===== src/rtl/smvu_pkg.sv =====
// ----------------------------------------------------------------------------
// smvu_pkg
// Shared sizes, controller state codes, command/status bundles and the
// exponent step table for the softmax vector unit.
// ----------------------------------------------------------------------------
package smvu_pkg;

  // Vector store depth and derived widths
  localparam int MAX_ELEMENTS = 64;
  localparam int IDX_W        = (MAX_ELEMENTS > 1) ? $clog2(MAX_ELEMENTS) : 1;
  localparam int CNT_BITS     = $clog2(MAX_ELEMENTS + 1);
  localparam int PTR_W        = (CNT_BITS > 6) ? CNT_BITS : 6;

  // Field and arithmetic widths
  localparam int WEIGHT_W  = 16;
  localparam int PROB_W    = 16;
  localparam int INDEX_W   = 6;
  localparam int SUM_W     = 24;
  localparam int EXP_W     = 17;  // Q1.16, up to 1.0
  localparam int DIV_W     = SUM_W + 1;
  localparam int EXP_STEPS = 12;
  localparam int DIV_STEPS = 16;

  // Controller states
  typedef enum logic [3:0] {
    ST_LOAD,
    ST_SUM_RD,
    ST_SUM_XS,
    ST_SUM_EXP,
    ST_OUT_RD,
    ST_OUT_XS,
    ST_OUT_EXP,
    ST_DIV_XS,
    ST_DIV,
    ST_PUT
  } state_e;

  // Controller to datapath
  typedef struct packed {
    logic take;       // input transaction accepted
    logic ptr_clr;
    logic ptr_inc;
    logic exp_start;  // start exponent on the element just read
    logic sum_add;    // accumulate the finished exponent
    logic div_start;  // start normalizing the finished exponent
    logic out_load;   // move quotient into the output register
    logic vec_clr;    // vector done, clear count, max and sum
  } cmd_t;

  // Datapath to controller
  typedef struct packed {
    logic exp_done;
    logic div_done;
    logic ptr_last;   // read pointer is on the final stored element
    logic out_free;   // output register can take a new result
  } sts_t;

  // round(65536 * exp(-2^k / 256)) for each bit k of the Q8.8 difference
  function automatic logic [15:0] exp_tab(input logic [3:0] k);
    logic [15:0] v;
    unique case (k)
      4'd0:    v = 16'd65280;
      4'd1:    v = 16'd65026;
      4'd2:    v = 16'd64520;
      4'd3:    v = 16'd63520;
      4'd4:    v = 16'd61565;
      4'd5:    v = 16'd57835;
      4'd6:    v = 16'd51039;
      4'd7:    v = 16'd39750;
      4'd8:    v = 16'd24109;
      4'd9:    v = 16'd8869;
      4'd10:   v = 16'd1200;
      4'd11:   v = 16'd22;
      default: v = 16'd0;
    endcase
    return v;
  endfunction

endpackage


===== src/rtl/smvu_ram.sv =====
// ----------------------------------------------------------------------------
// smvu_ram
// Generic single-write, single-read RAM with registered read data.
// ----------------------------------------------------------------------------
module smvu_ram #(
  parameter int WIDTH = 16,
  parameter int DEPTH = 64
) (
  input  logic                                      clk_i,
  input  logic                                      we_i,
  input  logic [((DEPTH > 1) ? $clog2(DEPTH) : 1)-1:0] waddr_i,
  input  logic [WIDTH-1:0]                          wdata_i,
  input  logic [((DEPTH > 1) ? $clog2(DEPTH) : 1)-1:0] raddr_i,
  output logic [WIDTH-1:0]                          rdata_o
);

  logic [WIDTH-1:0] mem_q [DEPTH];
  logic [WIDTH-1:0] rdata_q;

  // Write port
  always_ff @(posedge clk_i) begin
    if (we_i) begin
      mem_q[waddr_i] <= wdata_i;
    end
  end

  // Registered read port
  always_ff @(posedge clk_i) begin
    rdata_q <= mem_q[raddr_i];
  end

  assign rdata_o = rdata_q;

endmodule


===== src/rtl/smvu_dp.sv =====
// ----------------------------------------------------------------------------
// smvu_dp
// Datapath: weight store, running maximum, element count, bit-serial
// exponent unit, saturating sum, restoring divider and output register.
// ----------------------------------------------------------------------------
module smvu_dp import smvu_pkg::*; (
  input  logic                clk_i,
  input  logic                rst_ni,
  input  cmd_t                cmd_i,
  output sts_t                sts_o,
  input  logic [WEIGHT_W-1:0] weight_i,
  input  logic                out_stall_i,
  output logic                out_valid_o,
  output logic [PROB_W-1:0]   probability_o,
  output logic [INDEX_W-1:0]  element_index_o,
  output logic                last_result_o
);

  logic [PTR_W-1:0]    count_q, count_d;
  logic [PTR_W-1:0]    ptr_q, ptr_d, ptr_nx;
  logic [WEIGHT_W-1:0] max_q, max_d;
  logic [SUM_W-1:0]    sum_q, sum_d;
  logic                store_en;
  logic [WEIGHT_W-1:0] rd_data;

  // exponent unit
  logic [EXP_STEPS-1:0] u_q, u_d;
  logic                 ez_q, ez_d;
  logic [EXP_W-1:0]     acc_q, acc_d;
  logic [3:0]           estep_q, estep_d;
  logic [EXP_W-1:0]     e_val;
  logic [16:0]          diff;
  logic [32:0]          prod;
  logic [33:0]          rnd;
  logic [SUM_W:0]       sum_ext;

  // divider
  logic [DIV_W-1:0]  dvs;
  logic [DIV_W-1:0]  rem_q, rem_d;
  logic [DIV_W:0]    trial;
  logic              ge;
  logic [PROB_W-1:0] quo_q, quo_d;
  logic              sat_q, sat_d;
  logic [4:0]        dstep_q, dstep_d;

  // output register
  logic                out_valid_q, out_valid_d;
  logic [PROB_W-1:0]   prob_q, prob_d;
  logic [INDEX_W-1:0]  idx_q, idx_d;
  logic                lastr_q, lastr_d;

  assign store_en = cmd_i.take && (count_q < PTR_W'(MAX_ELEMENTS));
  assign ptr_nx   = ptr_q + PTR_W'(1);

  smvu_ram #(
    .WIDTH (WEIGHT_W),
    .DEPTH (MAX_ELEMENTS)
  ) u_ram (
    .clk_i   (clk_i),
    .we_i    (store_en),
    .waddr_i (count_q[IDX_W-1:0]),
    .wdata_i (weight_i),
    .raddr_i (ptr_q[IDX_W-1:0]),
    .rdata_o (rd_data)
  );

  // Exponent step arithmetic: difference to max, one table multiply per bit
  assign diff    = {max_q[WEIGHT_W-1], max_q} - {rd_data[WEIGHT_W-1], rd_data};
  assign prod    = acc_q * exp_tab(estep_q);
  assign rnd     = {1'b0, prod} + 34'd32768;
  assign e_val   = ez_q ? '0 : acc_q;
  assign sum_ext = {1'b0, sum_q} + {{(SUM_W + 1 - EXP_W){1'b0}}, e_val};

  // Divider step: divisor is sum plus one epsilon LSB
  assign dvs   = {1'b0, sum_q} + DIV_W'(1);
  assign trial = {rem_q, 1'b0};
  assign ge    = trial >= {1'b0, dvs};

  // Vector bookkeeping
  always_comb begin
    count_d = count_q;
    ptr_d   = ptr_q;
    max_d   = max_q;
    sum_d   = sum_q;
    if (store_en) begin
      count_d = count_q + PTR_W'(1);
      if ($signed(weight_i) > $signed(max_q)) begin
        max_d = weight_i;
      end
    end
    if (cmd_i.sum_add) begin
      sum_d = sum_ext[SUM_W] ? '1 : sum_ext[SUM_W-1:0];
    end
    if (cmd_i.ptr_clr) begin
      ptr_d = '0;
    end else if (cmd_i.ptr_inc) begin
      ptr_d = ptr_nx;
    end
    if (cmd_i.vec_clr) begin
      count_d = '0;
      ptr_d   = '0;
      max_d   = {1'b1, {(WEIGHT_W-1){1'b0}}};
      sum_d   = '0;
    end
  end

  // Exponent unit: one bit of the difference per cycle
  always_comb begin
    u_d     = u_q;
    ez_d    = ez_q;
    acc_d   = acc_q;
    estep_d = estep_q;
    if (cmd_i.exp_start) begin
      u_d     = diff[EXP_STEPS-1:0];
      ez_d    = |diff[16:EXP_STEPS];
      acc_d   = EXP_W'(65536);
      estep_d = '0;
    end else if (estep_q != 4'(EXP_STEPS)) begin
      if (u_q[estep_q]) begin
        acc_d = rnd[32:16];
      end
      estep_d = estep_q + 4'd1;
    end
  end

  // Restoring divider: one quotient bit per cycle
  always_comb begin
    rem_d   = rem_q;
    quo_d   = quo_q;
    sat_d   = sat_q;
    dstep_d = dstep_q;
    if (cmd_i.div_start) begin
      sat_d   = {{(DIV_W - EXP_W){1'b0}}, e_val} >= dvs;
      rem_d   = {{(DIV_W - EXP_W){1'b0}}, e_val};
      quo_d   = '0;
      dstep_d = '0;
    end else if (dstep_q != 5'(DIV_STEPS)) begin
      rem_d   = ge ? DIV_W'(trial - {1'b0, dvs}) : trial[DIV_W-1:0];
      quo_d   = {quo_q[PROB_W-2:0], ge};
      dstep_d = dstep_q + 5'd1;
    end
  end

  // Output register: hold while stalled, drop when taken
  always_comb begin
    out_valid_d = out_valid_q;
    prob_d      = prob_q;
    idx_d       = idx_q;
    lastr_d     = lastr_q;
    if (cmd_i.out_load) begin
      out_valid_d = 1'b1;
      prob_d      = sat_q ? '1 : quo_q;
      idx_d       = ptr_q[INDEX_W-1:0];
      lastr_d     = (ptr_nx == count_q);
    end else if (!out_stall_i) begin
      out_valid_d = 1'b0;
    end
  end

  always_ff @(posedge clk_i or negedge rst_ni) begin
    if (!rst_ni) begin
      count_q     <= '0;
      ptr_q       <= '0;
      max_q       <= {1'b1, {(WEIGHT_W-1){1'b0}}};
      sum_q       <= '0;
      estep_q     <= 4'(EXP_STEPS);
      dstep_q     <= 5'(DIV_STEPS);
      out_valid_q <= 1'b0;
    end else begin
      count_q     <= count_d;
      ptr_q       <= ptr_d;
      max_q       <= max_d;
      sum_q       <= sum_d;
      estep_q     <= estep_d;
      dstep_q     <= dstep_d;
      out_valid_q <= out_valid_d;
    end
  end

  always_ff @(posedge clk_i) begin
    u_q     <= u_d;
    ez_q    <= ez_d;
    acc_q   <= acc_d;
    rem_q   <= rem_d;
    quo_q   <= quo_d;
    sat_q   <= sat_d;
    prob_q  <= prob_d;
    idx_q   <= idx_d;
    lastr_q <= lastr_d;
  end

  assign sts_o.exp_done = (estep_q == 4'(EXP_STEPS));
  assign sts_o.div_done = (dstep_q == 5'(DIV_STEPS));
  assign sts_o.ptr_last = (ptr_nx == count_q);
  assign sts_o.out_free = !out_valid_q || !out_stall_i;

  assign out_valid_o     = out_valid_q;
  assign probability_o   = prob_q;
  assign element_index_o = idx_q;
  assign last_result_o   = lastr_q;

endmodule


===== src/rtl/smvu_ctrl.sv =====
// ----------------------------------------------------------------------------
// smvu_ctrl
// Controller: loads a vector, runs the sum pass, then the normalize pass
// and hands each probability to the output register.
// ----------------------------------------------------------------------------
module smvu_ctrl import smvu_pkg::*; (
  input  logic clk_i,
  input  logic rst_ni,
  input  logic in_valid_i,
  input  logic last_weight_i,
  input  sts_t sts_i,
  output cmd_t cmd_o,
  output logic in_stall_o
);

  state_e state_q, state_d;

  // State register
  always_ff @(posedge clk_i or negedge rst_ni) begin
    if (!rst_ni) begin
      state_q <= ST_LOAD;
    end else begin
      state_q <= state_d;
    end
  end

  // Next state and commands
  always_comb begin
    state_d    = state_q;
    cmd_o      = '0;
    in_stall_o = 1'b1;
    unique case (state_q)
      ST_LOAD: begin
        in_stall_o = 1'b0;
        cmd_o.take = in_valid_i;
        if (in_valid_i && last_weight_i) begin
          cmd_o.ptr_clr = 1'b1;
          state_d       = ST_SUM_RD;
        end
      end
      ST_SUM_RD: state_d = ST_SUM_XS;
      ST_SUM_XS: begin
        cmd_o.exp_start = 1'b1;
        state_d         = ST_SUM_EXP;
      end
      ST_SUM_EXP: begin
        if (sts_i.exp_done) begin
          cmd_o.sum_add = 1'b1;
          if (sts_i.ptr_last) begin
            cmd_o.ptr_clr = 1'b1;
            state_d       = ST_OUT_RD;
          end else begin
            cmd_o.ptr_inc = 1'b1;
            state_d       = ST_SUM_RD;
          end
        end
      end
      ST_OUT_RD: state_d = ST_OUT_XS;
      ST_OUT_XS: begin
        cmd_o.exp_start = 1'b1;
        state_d         = ST_OUT_EXP;
      end
      ST_OUT_EXP: begin
        if (sts_i.exp_done) begin
          state_d = ST_DIV_XS;
        end
      end
      ST_DIV_XS: begin
        cmd_o.div_start = 1'b1;
        state_d         = ST_DIV;
      end
      ST_DIV: begin
        if (sts_i.div_done) begin
          state_d = ST_PUT;
        end
      end
      ST_PUT: begin
        if (sts_i.out_free) begin
          cmd_o.out_load = 1'b1;
          if (sts_i.ptr_last) begin
            cmd_o.vec_clr = 1'b1;
            state_d       = ST_LOAD;
          end else begin
            cmd_o.ptr_inc = 1'b1;
            state_d       = ST_OUT_RD;
          end
        end
      end
      default: state_d = ST_LOAD;
    endcase
  end

endmodule


===== src/rtl/softmax_vector_unit.sv =====
// ----------------------------------------------------------------------------
// softmax_vector_unit
// Max-subtracted softmax over a vector of signed Q8.8 weights.
// ----------------------------------------------------------------------------
// Weights stream in one per cycle while the unit is loading; each is written
// to a 64-entry store and folded into the running maximum, and weights past
// the store depth are dropped. The transaction carrying last_weight closes the
// vector: the input stalls while the unit makes a sum pass (per stored
// element: one RAM read, one setup step, the bit-serial exponent multiplier
// and one accumulate step) and then a normalize pass (per element: the same
// exponent followed by a restoring divider and the output load).
// A closed vector therefore keeps the input stalled through both passes, plus
// any output stall. Probabilities leave in input order as unsigned Q0.16 from
// an output register; the next vector can start loading while the final
// probability still waits there.
// ----------------------------------------------------------------------------
module softmax_vector_unit import smvu_pkg::*; (
  input  logic                clk_i,
  input  logic                rst_ni,
  input  logic                in_valid_i,
  output logic                in_stall_o,
  input  logic [WEIGHT_W-1:0] weight_i,
  input  logic                last_weight_i,
  output logic                out_valid_o,
  input  logic                out_stall_i,
  output logic [PROB_W-1:0]   probability_o,
  output logic [INDEX_W-1:0]  element_index_o,
  output logic                last_result_o
);

  cmd_t cmd;
  sts_t sts;

  smvu_ctrl u_ctrl (
    .clk_i         (clk_i),
    .rst_ni        (rst_ni),
    .in_valid_i    (in_valid_i),
    .last_weight_i (last_weight_i),
    .sts_i         (sts),
    .cmd_o         (cmd),
    .in_stall_o    (in_stall_o)
  );

  smvu_dp u_dp (
    .clk_i           (clk_i),
    .rst_ni          (rst_ni),
    .cmd_i           (cmd),
    .sts_o           (sts),
    .weight_i        (weight_i),
    .out_stall_i     (out_stall_i),
    .out_valid_o     (out_valid_o),
    .probability_o   (probability_o),
    .element_index_o (element_index_o),
    .last_result_o   (last_result_o)
  );

endmodule


===== config.mk =====
export PLATFORM = sky130hd
export DESIGN_NAME = softmax_vector_unit
export DESIGN_NICKNAME = d
export VERILOG_FILES = /design/src/rtl/smvu_pkg.sv /design/src/rtl/smvu_ram.sv /design/src/rtl/smvu_dp.sv /design/src/rtl/smvu_ctrl.sv /design/src/rtl/softmax_vector_unit.sv
export SDC_FILE = /design/constraint.sdc
export NUM_CORES = 2
export LEC_CHECK = 0
export BUFFER_PORTS_ARGS = -buffer_cell sky130_fd_sc_hd__buf_2
export CORE_ASPECT_RATIO = 1.4
export CORE_MARGIN = 1
export CORE_UTILIZATION = 60
export CTS_CLUSTER_DIAMETER = 120
export DETAILED_ROUTE_END_ITERATION = 12
export GPL_TIMING_DRIVEN = 0
export PLACE_DENSITY = 0.76
export SYNTH_ARGS = -nofsm -noshare
export SYNTH_HDL_FRONTEND = slang
export SYNTH_SLANG_ARGS = --single-unit

===== constraint.sdc =====
create_clock -name clk_i -period 8.9 [get_ports clk_i]
set_input_delay 1.335 -clock clk_i [delete_from_list [all_inputs] [get_ports clk_i]]
set_output_delay 1.335 -clock clk_i [all_outputs]
set_load 0.01 [all_outputs]

* Yosys cells after proc, flatten, opt, wreduce, memory -nomap -nowiden
Memory sizes are Yosys's and may differ from the RTL's. A register that Yosys moved wholly into a read port is not among the register bits. Cells that the tools add are included.
Storage, ports and cells: memories 2, input bits 21, bits in read-only memories 256, register bits after elaboration 163, output and inout port bits 25, bits in writable memories 1024, word-level logic and storage cells 120
Memories:
- u_dp.u_ram.mem_q | words 64, bits a word 16, rd ports 1, clocked after Yosys merged registers in 1, write ports 1, RTL line smvu_ram.sv:17 | logic [WIDTH-1:0] mem_q [DEPTH];
- (name not given) | words 16, bits a word 16, rd ports 1, clocked after Yosys merged registers in 0, write ports 0, RTL line smvu_pkg.sv:61 | unique case (k)
Cells by class: reductions and logical operators 17, equality and inequality tests 20, mux-type cells 48, add/sub/neg operators 9, order comparisons 5, multipliers 1
Operator list (count):
- 2-to-1 mux 24 bit | 3
- 2-to-1 mux 17 bit | 3
- 2-to-1 mux 16 bit | 3
- one-hot mux 4 bit (10 select lines) | 1
- 2-to-1 mux 7 bit | 5
- adder 33 x 16 -> 33 bit (second input constant) | 1
- multiplier 17 x 16 -> 33 bit | 1
- 2-to-1 mux 4 bit | 7
- greater-or-equal comparator 26 x 25 -> 1 bit | 1
- adder 24 x 1 -> 25 bit (second input constant) | 1
- adder 24 x 17 -> 25 bit | 1
- greater-or-equal comparator 17 x 25 -> 1 bit | 1
- 2-to-1 mux 25 bit | 1
- subtractor 25 bit | 1
- subtractor 16 x 16 -> 17 bit | 1
- equality test 4 x 3 -> 1 bit (second input constant) | 4
- greater-than comparator 16 bit | 1
- 2-to-1 mux 1 bit | 15
- adder 7 x 1 -> 7 bit (second input constant) | 2
- equality test 4 bit (second input constant) | 3
- 2-to-1 mux 5 bit | 2
- nonzero test 2 bit | 5
- equality test 4 x 2 -> 1 bit (second input constant) | 2
- inequality test 2 bit (second input constant) | 4
- other kinds (23) | 31

* Longest topological paths before layout
depth after elaboration 8, gate-level depth with buffers 27, gate-level depth less buffers 26

* Modules after synthesis
From an unflattened synthesis, not the netlist that was laid out.
Unflattened totals: cell total of the unflattened synthesis 4107, area, all modules 60405.4 um^2
Modules (own cells, without submodules):
- smvu_ram | times used 1, sequential area each 31069.8 um^2, area an instance 40042.2 um^2, cells an instance 1829
- smvu_dp | times used 1, sequential area each 4048.9 um^2, area an instance 19962.9 um^2, cells an instance 2229
- smvu_ctrl | times used 1, sequential area each 100.1 um^2, area an instance 400.4 um^2, cells an instance 49

* Least setup slack after synthesis
No wires, ideal clock.
path type register -> register, start register u_dp.estep_q[3], end register u_dp.acc_q[12], arrival time 7.092 ns, setup time 0.117 ns, slack 1.690 ns, required time 8.783 ns, clock period less this slack 7.210 ns, buffers on the path 4, cell stages (with the launch flop) 26, cell sequence dfstp_2 buf_6 clkbuf_1 clkbuf_1 nand2_1 o22ai_1 clkbuf_1 nand2_1 fa_1 inv_1 fa_1 fa_1 fa_1 fa_1 inv_1 fa_1 inv_1 ha_1 a21o_1 a21oi_1 o21ai_0 a221o_1 o21a_2 o21a_2 or3_1 a32o_1
Between the ends: cells in the longest elaborated chain, start to end 3, elaborated cells between the ends (all ways) 7, classes of those cells 1 x add/sub; 1 x mul; 1 x eq/ne; 2 x mux; 1 x reduce/logical; 1 x memory
Ends and longest elaborated chain:
- start, declared | RTL line smvu_dp.sv:30 | logic [3:0] estep_q, estep_d;
- start signal, assigned | RTL line smvu_dp.sv:166 | estep_q <= 4'(EXP_STEPS);
- start signal, assigned | RTL line smvu_dp.sv:174 | estep_q <= estep_d;
- memory (16 x 16 bit) or binary-select mux 1 bit (select 4 bit) (tied branches)
- multiplier 17 x 16 -> 33 bit or 2-to-1 mux 1 bit (tied branches) | RTL line smvu_dp.sv:69, smvu_dp.sv:119
- adder 33 x 16 -> 33 bit or AND reduction 2 bit (tied branches)
- end signal, assigned | RTL line smvu_dp.sv:183 | acc_q <= acc_d;
- end, declared | RTL line smvu_dp.sv:29 | logic [EXP_W-1:0] acc_q, acc_d;
Parallel ways exist; a longest one is shown, timed or not. The select of a mux whose other input is x is not followed. A chain may end at the register's enable or synchronous reset.

* Worst setup path in the final report
start register u_dp.estep_q[2], end register u_dp.acc_q[15]
Same word-level chain as after synthesis.

==> flow_metrics.tcl <==
set metrics [dict create \
    start_util 0.606 \
    yosys.area.top_type_share 0.544 \
    fin_nets 4465 \
    r2r-start "u_dp.estep_q[2]" \
    cts.sinks 1203 \
    layout_worst_path_cycle_share 0.963 \
    synth_top_flop_cell "edfxtp_1" \
    skew_ns 0.0651 \
    cap_viol_max_count 0 \
    grt_max_degree 67 \
    core_um2 98200 \
    period_minus_slack_ns 8.57 \
    place.gp.congestion 0.973 \
    die_area_um2 101000 \
    yosys-top-cells-area "edfxtp_1, mux4_2, fa_1, ha_1, dfrtp_1" \
    timing.rr.end "u_dp.acc_q[15]" \
    grt.overflow.total 0 \
    dr.pass1.iters 8 \
    wl_mm 162 \
    grt_pass1_vias 36200 \
    cts_buffer_depth 3 \
    critPathMaxFanout 12 \
    num_vias 35300 \
    area_delta_synth_final_pct 10.5 \
    die_h_um 375 \
    final_cells 5415 \
    path_clk_slew_ns 0.07 \
    antenna_found_initial 4 \
    synth_area_um2 59500 \
    rrSetupSlack_ns 0.33 \
    num_io_pins 46 \
    crit_arrival_ns 9.23 \
    yosysUniqueCellTypes 90 \
    fin_tns_setup_ns 0 \
    drive_above_1_share 0.183 \
    final_cell_mix "edfxtp_1, mux4_2, inv_1" \
    synth-edff-count 1078 \
    worst_slew_pin_slew_ns 1.50 \
    yosysTopAreaCell "edfxtp_1" \
    async_reset_ff_frac 0.0565 \
    syn-num-nets 4278 \
    worstSetupEndpointType "register" \
    hpwl_mm 106 \
    dp_cells 5208 \
    yosys_warnings 0 \
    post_cts_buffers 0 \
    row_count 136 \
    die_w_um 268 \
    hold_ws_ns 0.415 \
    rr_worst_depth 24 \
    synthCells 3822 \
    synth_area_per_cell_um2 15.6 \
    max_freq_mhz 117 \
    yosys_register_bits 1203 \
    outcome "finished, final reports clean" \
    required_ns 9.56 \
    vias_per_cell 6.52 \
    final_common_cell "edfxtp_1" \
    drc 0 \
    clockRootBuffer "clkbuf_16" \
    wire_per_inst_um 29.8 \
    startpoint_type "register" \
    drtIter0Drc 3726 \
    maxSlewViolCount 0 \
    ant_nets 0 \
    hold_class "in2async" \
    setup_viol 0 \
    crit_type "reg2reg" \
    utilization 0.670 \
    cp-endpoint "u_dp.acc_q[15]" \
    grt_usage 0.331 \
    seq_area_frac_synth 0.592 \
    relSlewSlack 0.00152 \
    clkLatencyLatePin_ns 0.73 \
    startpoint "u_dp.estep_q[2]" \
    cts_tree "built" \
    h-tree-depth 3 \
    numCtsBuffers 107 \
    portBuffers 45 \
    hold_viol 0 \
    grt_pass1_wl_mm 236 \
]
what timing repair did:
| item | 4_1_cts | 5_1_grt |
|---|---|---|
| endpoints found under the setup margin | 1 | 11 |
| resized for setup | 1 | 19 |
| hold buffers | 0 | 0 |
synth_stat cells (all sizes together), types with 44 or more instances:
library cell / count
clkbuf: 134
nand3: 52
nor2b: 68
edfxtp: 1078
nand2: 269
inv: 302
and2: 93
a21oi: 134
nor2: 181
mux4: 339
xnor2: 48
buf: 44
fa: 209
o21ai: 96
dfxtp: 57
dfrtp: 64
ha: 226
routing by layer:
metal	vias up	share of wire	track usage
met5	-	0.00026	0
met4	6	0.089	0.249
met3	603	0.075	0.0538
met2	2057	0.52	0.568
met1	17900	0.32	0.369
li1	14700	-	-
how the worst min path moves through the flow:
stage	start	endpoint	slack, ns	cells past startpoint
after CTS	rst_ni	u_dp.sum_q[2]	0.38	1
after global placement	u_dp.quo_q[15]	u_dp.quo_q[15]	0.44	2
after floorplan	u_dp.ptr_q[2]	u_dp.element_index_o[2]	0.42	0
after detailed placement	u_dp.ptr_q[2]	u_dp.element_index_o[2]	0.45	0
after global routing	rst_ni	u_dp.sum_q[2]	0.40	1
final	rst_ni	u_dp.sum_q[2]	0.41	1
critical path: stages, from the launching register on:
cell and delay (ns):
dfstp_2 0.66, clkbuf_1 0.47, inv_2 0.26, ha_1 0.35, o21ai_2 0.43, clkbuf_1 0.50
nand2_1 0.17, fa_1 0.52, inv_1 0.06, fa_1 0.48, fa_1 0.58, fa_1 0.45
fa_1 0.49, inv_1 0.05, fa_1 0.59, inv_1 0.07, ha_1 0.33, a21o_1 0.19
a21oi_1 0.17, o21ai_0 0.16, a221o_1 0.41, nor2_1 0.17, o21ai_1 0.20, or4b_2 0.67
nand3_1 0.09
cell families after synthesis:
kind of cell / count (synthesis) / synth area share
adders and majority gates: 435 / 0.118
buffers and inverters: 481 / 0.0313
muxes: 349 / 0.130
xor gates and xnor gates: 94 / 0.0145
and+or+nand+nor: 830 / 0.0682
DFF: 1203 / 0.592
AOI/OAI and AO/OA: 430 / 0.0466
through the flow:
stage / setup WS [ns] / area (um^2)
2_1_floorplan: 1.69 / 59500
3_3_place_gp: -0.0578 / 61400
3_5_place_dp: -0.0330 / 62100
4_1_cts: 0.0143 / 65700
5_1_grt: -0.00306 / 65800
6_report: 0.332 / 65800
flip-flops by register name (all words and copies together) (netlist names), 12 cells and up:
name,cells
u_dp.u_q,12
u_dp.rem_q,25
u_dp.probability_o,16
u_dp.u_ram.rdata_o,16
u_dp.quo_q,16
u_dp.u_ram.mem_q,1024
u_dp.sum_q,24
u_dp.max_q,16
u_dp.acc_q,17
area by class of cell:
class	instances	area, um^2
Tap cell	1311	1640
Timing Repair Buffer	78	801
Buffer	178	734
Clock buffer	126	2750
Inverter	303	1140
Clock inverter	75	841
Multi-Input combinational cell	2138	22700
Sequential cell	1203	35200
Fill cell	6471	32400
Antenna cell	3	7.51
Power is not shown: default switching activity piles up to over one toggle a cycle in this logic, so the estimate is an artifact.
